===== src/rtl/spd_pkg.sv =====
// Shared types and constants of the speed loop with filtered derivative.
// Used by spd_cfg, spd_mac, the top level and the checker; depends on nothing.
package spd_pkg;

	localparam int SPEED_BITS_DEF = 24;

	// Configuration port
	localparam int CFG_W     = 32;
	localparam int CFG_IDX_W = 3;
	localparam logic [CFG_IDX_W-1:0] REG_P_GAIN    = 3'd0;
	localparam logic [CFG_IDX_W-1:0] REG_I_GAIN    = 3'd1;
	localparam logic [CFG_IDX_W-1:0] REG_D_GAIN    = 3'd2;
	localparam logic [CFG_IDX_W-1:0] REG_D_COEFF   = 3'd3;
	localparam logic [CFG_IDX_W-1:0] REG_MIN_SPEED = 3'd4;

	localparam int GAIN_W   = 32;
	localparam int COEFF_W  = 17;
	localparam int MINSPD_W = 23;
	localparam logic [COEFF_W-1:0]  COEFF_ONE  = 17'd65536;
	localparam logic [MINSPD_W-1:0] MINSPD_RST = 23'd20;

	// Shared multiply-accumulate unit
	localparam int CHUNK_W = 17;
	localparam int MUL_B_W = 32;
	localparam int PROD_W  = CHUNK_W + MUL_B_W;
	localparam int MAG_W   = 2 * CHUNK_W;
	localparam int ACC_W   = MAG_W + MUL_B_W;
	localparam logic [1:0] SH_0  = 2'd0;
	localparam logic [1:0] SH_17 = 2'd1;
	localparam logic [1:0] SH_32 = 2'd2;

	// Datapath
	localparam int D_W     = 48;
	localparam int DRIVE_W = 17;
	localparam int OUT_W   = 24;
	localparam logic [31:0]    ONE_Q30 = 32'h4000_0000;
	localparam logic [D_W-2:0] DMAX    = '1;

	typedef struct packed {
		logic [GAIN_W-1:0]   p_gain;
		logic [GAIN_W-1:0]   i_gain;
		logic [GAIN_W-1:0]   d_gain;
		logic [COEFF_W-1:0]  coeff;
		logic [MINSPD_W-1:0] min_speed;
	} cfg_t;

	typedef struct packed {
		logic       en;
		logic       clr;
		logic [1:0] sh;
	} mac_ctl_t;

endpackage


===== src/rtl/spd_cfg.sv =====
// Configuration registers of the speed loop, written through a plain write port.
// Depends on spd_pkg.
module spd_cfg (
	input  logic                           clk,
	input  logic                           arst_n,
	input  logic                           cfg_we,
	input  logic [spd_pkg::CFG_IDX_W-1:0]  cfg_index,
	input  logic [spd_pkg::CFG_W-1:0]      cfg_data,
	output spd_pkg::cfg_t                  cfg
);

	logic [spd_pkg::GAIN_W-1:0]   p_gain_q;
	logic [spd_pkg::GAIN_W-1:0]   i_gain_q;
	logic [spd_pkg::GAIN_W-1:0]   d_gain_q;
	logic [spd_pkg::COEFF_W-1:0]  coeff_q;
	logic [spd_pkg::MINSPD_W-1:0] min_speed_q;

	always_ff @(posedge clk or negedge arst_n) begin
		if (!arst_n) begin
			p_gain_q    <= '0;
			i_gain_q    <= '0;
			d_gain_q    <= '0;
			coeff_q     <= spd_pkg::COEFF_ONE;
			min_speed_q <= spd_pkg::MINSPD_RST;
		end else if (cfg_we) begin
			unique case (cfg_index)
				spd_pkg::REG_P_GAIN:    p_gain_q    <= cfg_data[spd_pkg::GAIN_W-1:0];
				spd_pkg::REG_I_GAIN:    i_gain_q    <= cfg_data[spd_pkg::GAIN_W-1:0];
				spd_pkg::REG_D_GAIN:    d_gain_q    <= cfg_data[spd_pkg::GAIN_W-1:0];
				spd_pkg::REG_D_COEFF:   coeff_q     <= cfg_data[spd_pkg::COEFF_W-1:0];
				spd_pkg::REG_MIN_SPEED: min_speed_q <= cfg_data[spd_pkg::MINSPD_W-1:0];
				default: ;
			endcase
		end
	end

	// A coefficient above one behaves as one, so it is saturated here once.
	always_comb begin
		cfg.p_gain    = p_gain_q;
		cfg.i_gain    = i_gain_q;
		cfg.d_gain    = d_gain_q;
		cfg.coeff     = (coeff_q > spd_pkg::COEFF_ONE) ? spd_pkg::COEFF_ONE : coeff_q;
		cfg.min_speed = min_speed_q;
	end

endmodule


===== src/rtl/spd_mac.sv =====
// Shared 17 x 32 bit unsigned multiply-accumulate unit with a selectable shift.
// Depends on spd_pkg.
module spd_mac (
	input  logic                          clk,
	input  spd_pkg::mac_ctl_t             ctl,
	input  logic [spd_pkg::CHUNK_W-1:0]   a,
	input  logic [spd_pkg::MUL_B_W-1:0]   b,
	output logic [spd_pkg::ACC_W-1:0]     acc
);

	logic [spd_pkg::PROD_W-1:0] prod;
	logic [spd_pkg::ACC_W-1:0]  term;
	logic [spd_pkg::ACC_W-1:0]  acc_q;

	assign prod = spd_pkg::PROD_W'(a) * spd_pkg::PROD_W'(b);

	always_comb begin
		unique case (ctl.sh)
			spd_pkg::SH_0:  term = spd_pkg::ACC_W'(prod);
			spd_pkg::SH_17: term = spd_pkg::ACC_W'({prod, 17'b0});
			spd_pkg::SH_32: term = spd_pkg::ACC_W'({prod, 32'b0});
			default:        term = '0;
		endcase
	end

	always_ff @(posedge clk) begin
		if (ctl.en) begin
			acc_q <= (ctl.clr ? '0 : acc_q) + term;
		end
	end

	assign acc = acc_q;

endmodule


===== src/rtl/speed_pid_filtered_derivative.sv =====
// Speed PID loop with a low-passed derivative and a clamped integral.
// Requests arrive on the s_ stream: tdata holds setpoint in the low SPEED_BITS
// bits and measured speed in the next SPEED_BITS bits, zero-filled to bytes.
// Results leave on the m_ stream: tdata holds the Q1.15 drive in bits 16:0,
// tuser is the held flag. Gains and filter settings come in on the cfg_ port,
// one register per write; the user must change them only while no request is
// in flight (the block does not enforce it). One request at a time: s_tready
// is high only when the sequencer is idle. A normal request walks through 17
// sequencer steps before m_tvalid rises, and the sequencer is back in idle
// as m_tvalid rises. The step count is set by the single shared 17 x 32
// multiplier, which forms the P, I and D products in two halves each and the
// filter step in two more, plus the sign, clamp and sum steps. A resting request
// (setpoint magnitude below min_speed) goes from the check step to the output step.
// The result waits in an output register; if the receiver stalls, the
// sequencer holds in its last step until the register frees up.
// Reset clears the integral, previous error, filtered derivative and last
// drive, and loads the register defaults (gains zero, coefficient one,
// min_speed 20).
// Depends on spd_pkg, spd_cfg and spd_mac.
module speed_pid_filtered_derivative #(
	parameter int SPEED_BITS = spd_pkg::SPEED_BITS_DEF
) (
	input  logic                                   clk,
	input  logic                                   arst_n,
	input  logic                                   s_tvalid,
	output logic                                   s_tready,
	// setpoint, measured
	input  logic [((2*SPEED_BITS+7)/8)*8-1:0]      s_tdata,
	output logic                                   m_tvalid,
	input  logic                                   m_tready,
	// drive, zero fill
	output logic [spd_pkg::OUT_W-1:0]              m_tdata,
	// held
	output logic                                   m_tuser,
	input  logic                                   cfg_we,
	input  logic [spd_pkg::CFG_IDX_W-1:0]          cfg_index,
	input  logic [spd_pkg::CFG_W-1:0]              cfg_data
);

	localparam int S   = SPEED_BITS;
	localparam int EW  = S + 1;
	localparam int DW  = S + 2;
	localparam int TW  = S + 31;
	localparam int IW  = S + 32;
	localparam int SW  = ((IW > spd_pkg::D_W) ? IW : spd_pkg::D_W) + 1;
	localparam int FW  = spd_pkg::D_W + 2;
	localparam int CW  = (S > spd_pkg::MINSPD_W) ? S : spd_pkg::MINSPD_W;
	localparam int DRW = spd_pkg::DRIVE_W;

	localparam logic signed [IW-1:0] ONE_I   = IW'(spd_pkg::ONE_Q30);
	localparam logic signed [SW-1:0] ONE_S   = SW'(spd_pkg::ONE_Q30);
	localparam logic signed [FW-1:0] DMAX_F  = FW'(spd_pkg::DMAX);

	localparam logic [4:0] ST_IDLE  = 5'd0;
	localparam logic [4:0] ST_CHECK = 5'd1;
	localparam logic [4:0] ST_MAG   = 5'd2;
	localparam logic [4:0] ST_P0    = 5'd3;
	localparam logic [4:0] ST_P1    = 5'd4;
	localparam logic [4:0] ST_I0    = 5'd5;
	localparam logic [4:0] ST_I1    = 5'd6;
	localparam logic [4:0] ST_D0    = 5'd7;
	localparam logic [4:0] ST_D1    = 5'd8;
	localparam logic [4:0] ST_DCAP  = 5'd9;
	localparam logic [4:0] ST_FDIF  = 5'd10;
	localparam logic [4:0] ST_FMAG  = 5'd11;
	localparam logic [4:0] ST_F0    = 5'd12;
	localparam logic [4:0] ST_F1    = 5'd13;
	localparam logic [4:0] ST_FUPD  = 5'd14;
	localparam logic [4:0] ST_SUM   = 5'd15;
	localparam logic [4:0] ST_DRV   = 5'd16;
	localparam logic [4:0] ST_OUT   = 5'd17;

	spd_pkg::cfg_t     cfg;
	spd_pkg::mac_ctl_t mac_ctl;
	logic [spd_pkg::CHUNK_W-1:0] mac_a;
	logic [spd_pkg::MUL_B_W-1:0] mac_b;
	logic [spd_pkg::ACC_W-1:0]   acc;

	logic [4:0] state_q, state_d;

	// Working registers of one request
	logic signed [S-1:0]             sp_q;
	logic signed [EW-1:0]            err_q;
	logic signed [DW-1:0]            diff_q;
	logic [EW-1:0]                   emag_q;
	logic                            esign_q;
	logic [DW-1:0]                   dmag_q;
	logic                            dsign_q;
	logic signed [TW-1:0]            p_q;
	logic signed [IW-1:0]            sum1_q;
	logic signed [spd_pkg::D_W-1:0]  d_q;
	logic signed [spd_pkg::D_W:0]    fdiff_q;
	logic [spd_pkg::D_W-1:0]         fmag_q;
	logic                            fsign_q;
	logic signed [31:0]              sumc_q;
	logic [DRW-1:0]                  res_drive_q;
	logic                            res_held_q;

	// Loop state
	logic signed [31:0]              integral_q;
	logic signed [EW-1:0]            prev_q;
	logic signed [spd_pkg::D_W-1:0]  fd_q;
	logic [DRW-1:0]                  last_drive_q;

	// Output register
	logic                            out_valid_q;
	logic [DRW-1:0]                  out_drive_q;
	logic                            out_held_q;

	logic signed [S-1:0]  sp_in, meas_in;
	logic signed [S:0]    sp_x, sp_abs;
	logic [S-1:0]         sp_mag;
	logic                 rest;
	logic signed [EW-1:0] err_abs;
	logic signed [DW-1:0] diff_abs;
	logic [S+29:0]        prod_mag;
	logic signed [TW-1:0] prod_term;
	logic signed [IW-1:0] isum;
	logic [63:0]          dfull;
	logic [spd_pkg::D_W-2:0]        dcap;
	logic signed [spd_pkg::D_W-1:0] d_val;
	logic signed [spd_pkg::D_W:0]   fdiff_abs;
	logic [spd_pkg::D_W-1:0]        fstep;
	logic signed [FW-1:0] fnew;
	logic signed [SW-1:0] sum_all;
	logic signed [31:0]   sumc_abs;
	logic [DRW-1:0]       drv_mag;
	logic                 load_out;

	spd_cfg u_cfg (
		.clk       (clk),
		.arst_n    (arst_n),
		.cfg_we    (cfg_we),
		.cfg_index (cfg_index),
		.cfg_data  (cfg_data),
		.cfg       (cfg)
	);

	spd_mac u_mac (
		.clk (clk),
		.ctl (mac_ctl),
		.a   (mac_a),
		.b   (mac_b),
		.acc (acc)
	);

	assign sp_in   = s_tdata[S-1:0];
	assign meas_in = s_tdata[2*S-1:S];

	assign s_tready = (state_q == ST_IDLE);
	assign load_out = (state_q == ST_OUT) && (!out_valid_q || m_tready);

	// Resting test on the setpoint magnitude.
	assign sp_x   = (S+1)'(sp_q);
	assign sp_abs = sp_q[S-1] ? -sp_x : sp_x;
	assign sp_mag = sp_abs[S-1:0];
	assign rest   = CW'(sp_mag) < CW'(cfg.min_speed);

	assign err_abs  = err_q[EW-1] ? -err_q : err_q;
	assign diff_abs = diff_q[DW-1] ? -diff_q : diff_q;

	// Gain products are Q0.32 times an integer, so dropping two bits gives Q.30.
	assign prod_mag  = acc[S+31:2];
	assign prod_term = esign_q ? -$signed({1'b0, prod_mag}) : $signed({1'b0, prod_mag});
	assign isum      = IW'(integral_q) + IW'(prod_term);

	assign dfull = acc[spd_pkg::ACC_W-1:2];
	assign dcap  = (dfull > 64'(spd_pkg::DMAX)) ? spd_pkg::DMAX : dfull[spd_pkg::D_W-2:0];
	assign d_val = dsign_q ? -$signed({1'b0, dcap}) : $signed({1'b0, dcap});

	assign fdiff_abs = fdiff_q[spd_pkg::D_W] ? -fdiff_q : fdiff_q;
	assign fstep     = acc[spd_pkg::D_W+15:16];
	assign fnew      = fsign_q ? (FW'(fd_q) + $signed({2'b0, fstep}))
	                           : (FW'(fd_q) - $signed({2'b0, fstep}));

	assign sum_all  = SW'(sum1_q) + SW'(fd_q);
	assign sumc_abs = sumc_q[31] ? -sumc_q : sumc_q;
	assign drv_mag  = sumc_abs[31:15];

	// Sequencer and operand selection for the shared multiplier.
	always_comb begin
		state_d     = state_q;
		mac_ctl.en  = 1'b0;
		mac_ctl.clr = 1'b0;
		mac_ctl.sh  = spd_pkg::SH_0;
		mac_a       = '0;
		mac_b       = '0;
		unique case (state_q)
			ST_IDLE:  if (s_tvalid) state_d = ST_CHECK;
			ST_CHECK: state_d = rest ? ST_OUT : ST_MAG;
			ST_MAG:   state_d = ST_P0;
			ST_P0: begin
				mac_ctl = '{en: 1'b1, clr: 1'b1, sh: spd_pkg::SH_0};
				mac_a   = spd_pkg::CHUNK_W'(emag_q);
				mac_b   = cfg.p_gain;
				state_d = ST_P1;
			end
			ST_P1: begin
				mac_ctl = '{en: 1'b1, clr: 1'b0, sh: spd_pkg::SH_17};
				mac_a   = spd_pkg::CHUNK_W'(spd_pkg::MAG_W'(emag_q) >> spd_pkg::CHUNK_W);
				mac_b   = cfg.p_gain;
				state_d = ST_I0;
			end
			ST_I0: begin
				mac_ctl = '{en: 1'b1, clr: 1'b1, sh: spd_pkg::SH_0};
				mac_a   = spd_pkg::CHUNK_W'(emag_q);
				mac_b   = cfg.i_gain;
				state_d = ST_I1;
			end
			ST_I1: begin
				mac_ctl = '{en: 1'b1, clr: 1'b0, sh: spd_pkg::SH_17};
				mac_a   = spd_pkg::CHUNK_W'(spd_pkg::MAG_W'(emag_q) >> spd_pkg::CHUNK_W);
				mac_b   = cfg.i_gain;
				state_d = ST_D0;
			end
			ST_D0: begin
				mac_ctl = '{en: 1'b1, clr: 1'b1, sh: spd_pkg::SH_0};
				mac_a   = spd_pkg::CHUNK_W'(dmag_q);
				mac_b   = cfg.d_gain;
				state_d = ST_D1;
			end
			ST_D1: begin
				mac_ctl = '{en: 1'b1, clr: 1'b0, sh: spd_pkg::SH_17};
				mac_a   = spd_pkg::CHUNK_W'(spd_pkg::MAG_W'(dmag_q) >> spd_pkg::CHUNK_W);
				mac_b   = cfg.d_gain;
				state_d = ST_DCAP;
			end
			ST_DCAP: state_d = ST_FDIF;
			ST_FDIF: state_d = ST_FMAG;
			ST_FMAG: state_d = ST_F0;
			ST_F0: begin
				mac_ctl = '{en: 1'b1, clr: 1'b1, sh: spd_pkg::SH_0};
				mac_a   = cfg.coeff;
				mac_b   = fmag_q[spd_pkg::MUL_B_W-1:0];
				state_d = ST_F1;
			end
			ST_F1: begin
				mac_ctl = '{en: 1'b1, clr: 1'b0, sh: spd_pkg::SH_32};
				mac_a   = cfg.coeff;
				mac_b   = spd_pkg::MUL_B_W'(fmag_q[spd_pkg::D_W-1:spd_pkg::MUL_B_W]);
				state_d = ST_FUPD;
			end
			ST_FUPD: state_d = ST_SUM;
			ST_SUM:  state_d = ST_DRV;
			ST_DRV:  state_d = ST_OUT;
			ST_OUT:  if (load_out) state_d = ST_IDLE;
			default: state_d = ST_IDLE;
		endcase
	end

	always_ff @(posedge clk or negedge arst_n) begin
		if (!arst_n) begin
			state_q      <= ST_IDLE;
			out_valid_q  <= 1'b0;
			integral_q   <= '0;
			prev_q       <= '0;
			fd_q         <= '0;
			last_drive_q <= '0;
		end else begin
			state_q <= state_d;
			if (load_out) begin
				out_valid_q <= 1'b1;
			end else if (m_tready) begin
				out_valid_q <= 1'b0;
			end
			if (state_q == ST_CHECK) begin
				prev_q <= err_q;
				if (rest) begin
					integral_q <= '0;
				end
			end
			if (state_q == ST_D0) begin
				// The integral step is in the accumulator; clamp the new sum to plus and minus one.
				if (isum > ONE_I) begin
					integral_q <= 32'(ONE_I);
				end else if (isum < -ONE_I) begin
					integral_q <= 32'(-ONE_I);
				end else begin
					integral_q <= isum[31:0];
				end
			end
			if (state_q == ST_FUPD) begin
				if (fnew > DMAX_F) begin
					fd_q <= spd_pkg::D_W'(DMAX_F);
				end else if (fnew < -DMAX_F) begin
					fd_q <= spd_pkg::D_W'(-DMAX_F);
				end else begin
					fd_q <= fnew[spd_pkg::D_W-1:0];
				end
			end
			if (state_q == ST_DRV) begin
				last_drive_q <= sumc_q[31] ? -drv_mag : drv_mag;
			end
		end
	end

	// Payload registers carry no reset.
	always_ff @(posedge clk) begin
		unique case (state_q)
			ST_IDLE: begin
				sp_q  <= sp_in;
				err_q <= EW'(sp_in) - EW'(meas_in);
			end
			ST_CHECK: begin
				diff_q     <= DW'(err_q) - DW'(prev_q);
				emag_q     <= err_abs;
				esign_q    <= err_q[EW-1];
				res_drive_q <= last_drive_q;
				res_held_q  <= 1'b1;
			end
			ST_MAG: begin
				dmag_q  <= diff_abs;
				dsign_q <= diff_q[DW-1];
			end
			ST_I0:   p_q     <= prod_term;
			ST_DCAP: begin
				d_q    <= d_val;
				sum1_q <= IW'(p_q) + IW'(integral_q);
			end
			ST_FDIF: fdiff_q <= (spd_pkg::D_W+1)'(fd_q) - (spd_pkg::D_W+1)'(d_q);
			ST_FMAG: begin
				fmag_q  <= fdiff_abs[spd_pkg::D_W-1:0];
				fsign_q <= fdiff_q[spd_pkg::D_W];
			end
			ST_SUM: begin
				if (sum_all > ONE_S) begin
					sumc_q <= 32'(ONE_S);
				end else if (sum_all < -ONE_S) begin
					sumc_q <= 32'(-ONE_S);
				end else begin
					sumc_q <= sum_all[31:0];
				end
			end
			ST_DRV: begin
				res_drive_q <= sumc_q[31] ? -drv_mag : drv_mag;
				res_held_q  <= 1'b0;
			end
			default: ;
		endcase
		if (load_out) begin
			out_drive_q <= res_drive_q;
			out_held_q  <= res_held_q;
		end
	end

	assign m_tvalid = out_valid_q;
	assign m_tdata  = spd_pkg::OUT_W'(out_drive_q);
	assign m_tuser  = out_held_q;

endmodule


===== config.mk =====
export PLATFORM = sky130hd
export DESIGN_NAME = speed_pid_filtered_derivative
export DESIGN_NICKNAME = d
export VERILOG_FILES = /design/src/rtl/spd_pkg.sv /design/src/rtl/spd_cfg.sv /design/src/rtl/spd_mac.sv /design/src/rtl/speed_pid_filtered_derivative.sv
export SDC_FILE = /design/constraint.sdc
export NUM_CORES = 2
export LEC_CHECK = 0
export ABC_AREA = 1
export BUFFER_PORTS_ARGS = -buffer_cell sky130_fd_sc_hd__buf_2
export CAP_MARGIN = 20
export CORE_MARGIN = 3
export CORE_UTILIZATION = 45
export CTS_BUF_LIST = sky130_fd_sc_hd__clkbuf_8
export DETAILED_ROUTE_END_ITERATION = 10
export HOLD_SLACK_MARGIN = 0.12
export PLACE_DENSITY = 0.59
export RECOVER_POWER = 25
export SLEW_MARGIN = 0
export SYNTH_ARGS = -nofsm -noshare
export SYNTH_HDL_FRONTEND = slang
export SYNTH_SLANG_ARGS = --single-unit

===== constraint.sdc =====
create_clock -name clk -period 12.7 [get_ports clk]
set_clock_uncertainty 0.05 [all_clocks]
set_input_delay 0.635 -clock clk [delete_from_list [all_inputs] [get_ports clk]]
set_output_delay 0.635 -clock clk [all_outputs]
set_load 0.02 [all_outputs]

==> run summary <==
status - complete, but fails checks
failing checks - capacitance limit, slew limit
die area - 0.1832 mm2
Synth Area per Inst - 7.312 um2
Die Wd - 428.1 um
Post CTS Setup Buffer Count - 0
PortBufs - 107
CP Max Fanout - 13
setup violators final - 0
first-pass GRT wire length - 471.7 mm
Pwr per Cell Area - 280.9 mW/mm2
Initial DRT Pass Iterations - 6
Placed Instances - 13,290
Via-to-Cell Ratio - 5.555
H-tree level count - 4
Starting DRT DRC Count - 7,883
routability cong. - 1.076
area grow syn2layout - 8.637%
GR Layer Usage met1 - 49.97%
Synth area leaders - edfxtp_1 19%, nand2_1 12%, fa_1 11%
max-cap viol count - 7
FF+latch count, synth - 783
Row Count - 154
WL/cell - 23.59 um
worst hold slack - 0.2339 ns
GR peak layer - met2
Yosys Warn Count - 0
largest area contributor in the netlist - edfxtp_1
setup_tns - 0 ns
initial antenna violation count - 22
HP Class - in2reg
Finished Layout Cells - 13,620
Max clock buf depth - 3
Final Critical Period - 12.09 ns
CTS Buf Count - 148
Crit path top cell by count - inv_1
pin count of the biggest net entering global routing - 123
drt drc - 0
required time of the critical path - 13.30 ns
Rel. slew slack - -369.5%
Max Slew Vio Count - 482
Fin. Hold Viols - 0
fillers - 18,080
met3 usage in global routing - 8.288%
GRT Residual Overflow - 0
actual slew at the worst max-slew pin - 7.043 ns
Synth Flop Type - edfxtp_1
WS Path Type - reg2reg
clock sink total - 783
Post-Route Utilization - 49.29%
Final Cycle Share - 95.21%
Synth top area share - 19.44%
max incr delay on CP - 0.66 ns
Initial Utilization - 45.37%
leakage power - 43.14 nW
# IOs - 115
Top Family by Delay on Critical Path - adder cells
CORE AREA - 0.1767 mm2
RSZ-0062 raised after global routing - no
Worst setup EP type - flip-flop
cell count after synthesis - 10,960
clk root buf - clkbuf_8
Unique masters post-synth - 77
sequential cell area fraction in the yosys report - 27.69%
total wire length - 321.3 mm
final instance area - 0.08709 mm2
Post-synth EDFFs - 519
Layout Nets - 12,220
synthesized cell area - 0.08017 mm2
latest clock arrival within the worst-skew pair - 0.94 ns
fmax - 0.08270 GHz
Worst-path clk slew - 0.06 ns
CP arrival - 12.69 ns
Buf/Inv on CP - 11
placed cell area - 0.08361 mm2
GRT Total Usage - 34.37%
CP Launch Type - flip-flop
CTS tree - built
Max IR drop VDD - 0.1919 mV
vias in the first global route - 72,890
share of layout cells above drive strength 1 - 4.767%
asr flop ratio synth - 33.72%
Critical-path top delay cell - nand4_1
grt met2 use - 50.05%
vias after detailed routing - 75,660
HPWL Detailed - 268.7 mm
Antenna Violating Nets Remaining - 0
die outline height - 428.1 um
metrics by stage:
step	setup WS (ns)	power, W
5_1_grt	0.02314	0.02612
3_5_place_dp	0.7628	0.02135
6_report	0.6087	0.02446
2_1_floorplan	1.524	0.01518
4_1_cts	0.7235	0.02412
3_3_place_gp	0.3620	0.02135
logic make-up (layout without fill, tap and decap cells):
group,Yosys count,count (layout),synth area share [%]
AND/OR/NAND/NOR,4752,4752,24.45
other,1,22,0.004678
adder cells (fa/ha/maj),987,987,19.68
flip-flops,783,783,27.69
buffers and inverters,2260,2557,10.81
AO/OA/AOI/OAI,1624,1624,11.27
XOR/XNOR,556,556,6.093
per-layer routing:
metal  routed length, um  vias to the layer above  share of wire [%]
met5                  62                        -              0.019
met4               11090                       10                3.5
met3               31920                      506                9.9
met2              133300                     3379                 41
met1              144900                    36400                 45
li1                    -                    35360                  -
worst register-to-register path: cells and delay by family (launching register included):
| family | cells | cell delay, ns |
|---|---|---|
| fa+ha+maj | 8 | 4.08 |
| simple gates | 14 | 3.36 |
| buf+inv | 11 | 1.85 |
| compound gates | 7 | 1.49 |
| xor+xnor | 3 | 0.58 |
| flops | 1 | 0.45 |
worst paths after layout:
kind	start	cells past startpoint	end	slack, ns
min	s_tdata[42]	4	err_q[18]	0.23
max	state_q[4]	43	u_mac.acc[65]	0.61
min reg2reg	res_drive_q[6]	0	out_drive_q[6]	0.36
max reg2reg	state_q[4]	43	u_mac.acc[65]	0.61
min in group asynchronous	arst_n	2	last_drive_q[3]	1.96
max in group asynchronous	arst_n	3	u_cfg.p_gain_q[16]	2.00
sequential cells by signal (all words and copies together) (netlist names), 48 cells and up:
name and flops:
u_mac.acc 66, p_q 55, fdiff_q 49, fmag_q 48, fd_q 48, d_q 48
sum1_q 56
final cells by class:
type / instances / area [um2] / area share [%]
diodes: 15 / 37.54 / 0.04310
clock buffers: 161 / 2216 / 2.544
clock inverters: 109 / 844.6 / 0.9698
inverters: 2022 / 7590 / 8.715
multi-input cells: 7926 / 49440 / 56.77
flip-flops and latches: 783 / 22200 / 25.49
well taps: 2340 / 2928 / 3.362
repair buffers: 265 / 1839 / 2.112
cell usage in the layout (no fill, tap or decap), drive strengths merged, types with 9 or more instances in the layout:
cell type    count
a21boi          22
a21o            22
a21oi          692
a221oi          18
a22oi           10
a31oi          103
and2            10
buf            187
bufinv           9
clkbuf         195
clkinv          45
dfrtp          261
diode           15
dlygate4sd3     44
edfxtp         519
fa             457
ha             530
inv           2073
nand2         2676
nand3          429
nand3b          52
nand4          129
nor2          1237
nor3           122
nor4            61
o211ai          21
o21a            42
o21ai          565
o21bai          43
o221ai          14
o22ai           14
o31ai           19
or2             19
xnor2          180
xor2           376
where the power goes:
| part | leakage, nW | switching (W) | internal, W |
|---|---|---|---|
| registers | 8.14 | 0.000831 | 0.00396 |
| clock network | 1.71 | 0.00124 | 0.00138 |
| logic | 33.3 | 0.0121 | 0.00496 |
| total | 43.1 | 0.0142 | 0.0103 |
what timing repair did:
item,CTS,global route
gates resized for setup,0,1
hold buffers,44,0
hold endpoints to repair,162,0
setup endpoints to repair,0,4
cells in the mapped netlist, types with 15 or more instances:
library cell	number
inv_1	2011
o31ai_1	17
a21oi_1	690
o21ai_0	543
o21ai_1	19
a21boi_0	20
nand3_1	424
edfxtp_1	519
buf_2	55
ha_1	530
o21a_1	42
nor4_1	55
fa_1	457
nor2_2	38
xnor2_1	179
buf_4	15
a31oi_1	103
a21o_1	22
clkbuf_1	137
a221oi_1	18
nand2_1	2662
buf_1	23
o211ai_1	21
dfrtp_1	261
o21bai_1	43
nor3_1	115
nand3b_1	52
nand4_1	128
or2_2	19
xor2_1	375
nor2_1	1197
(Power assumes the default switching activity.)
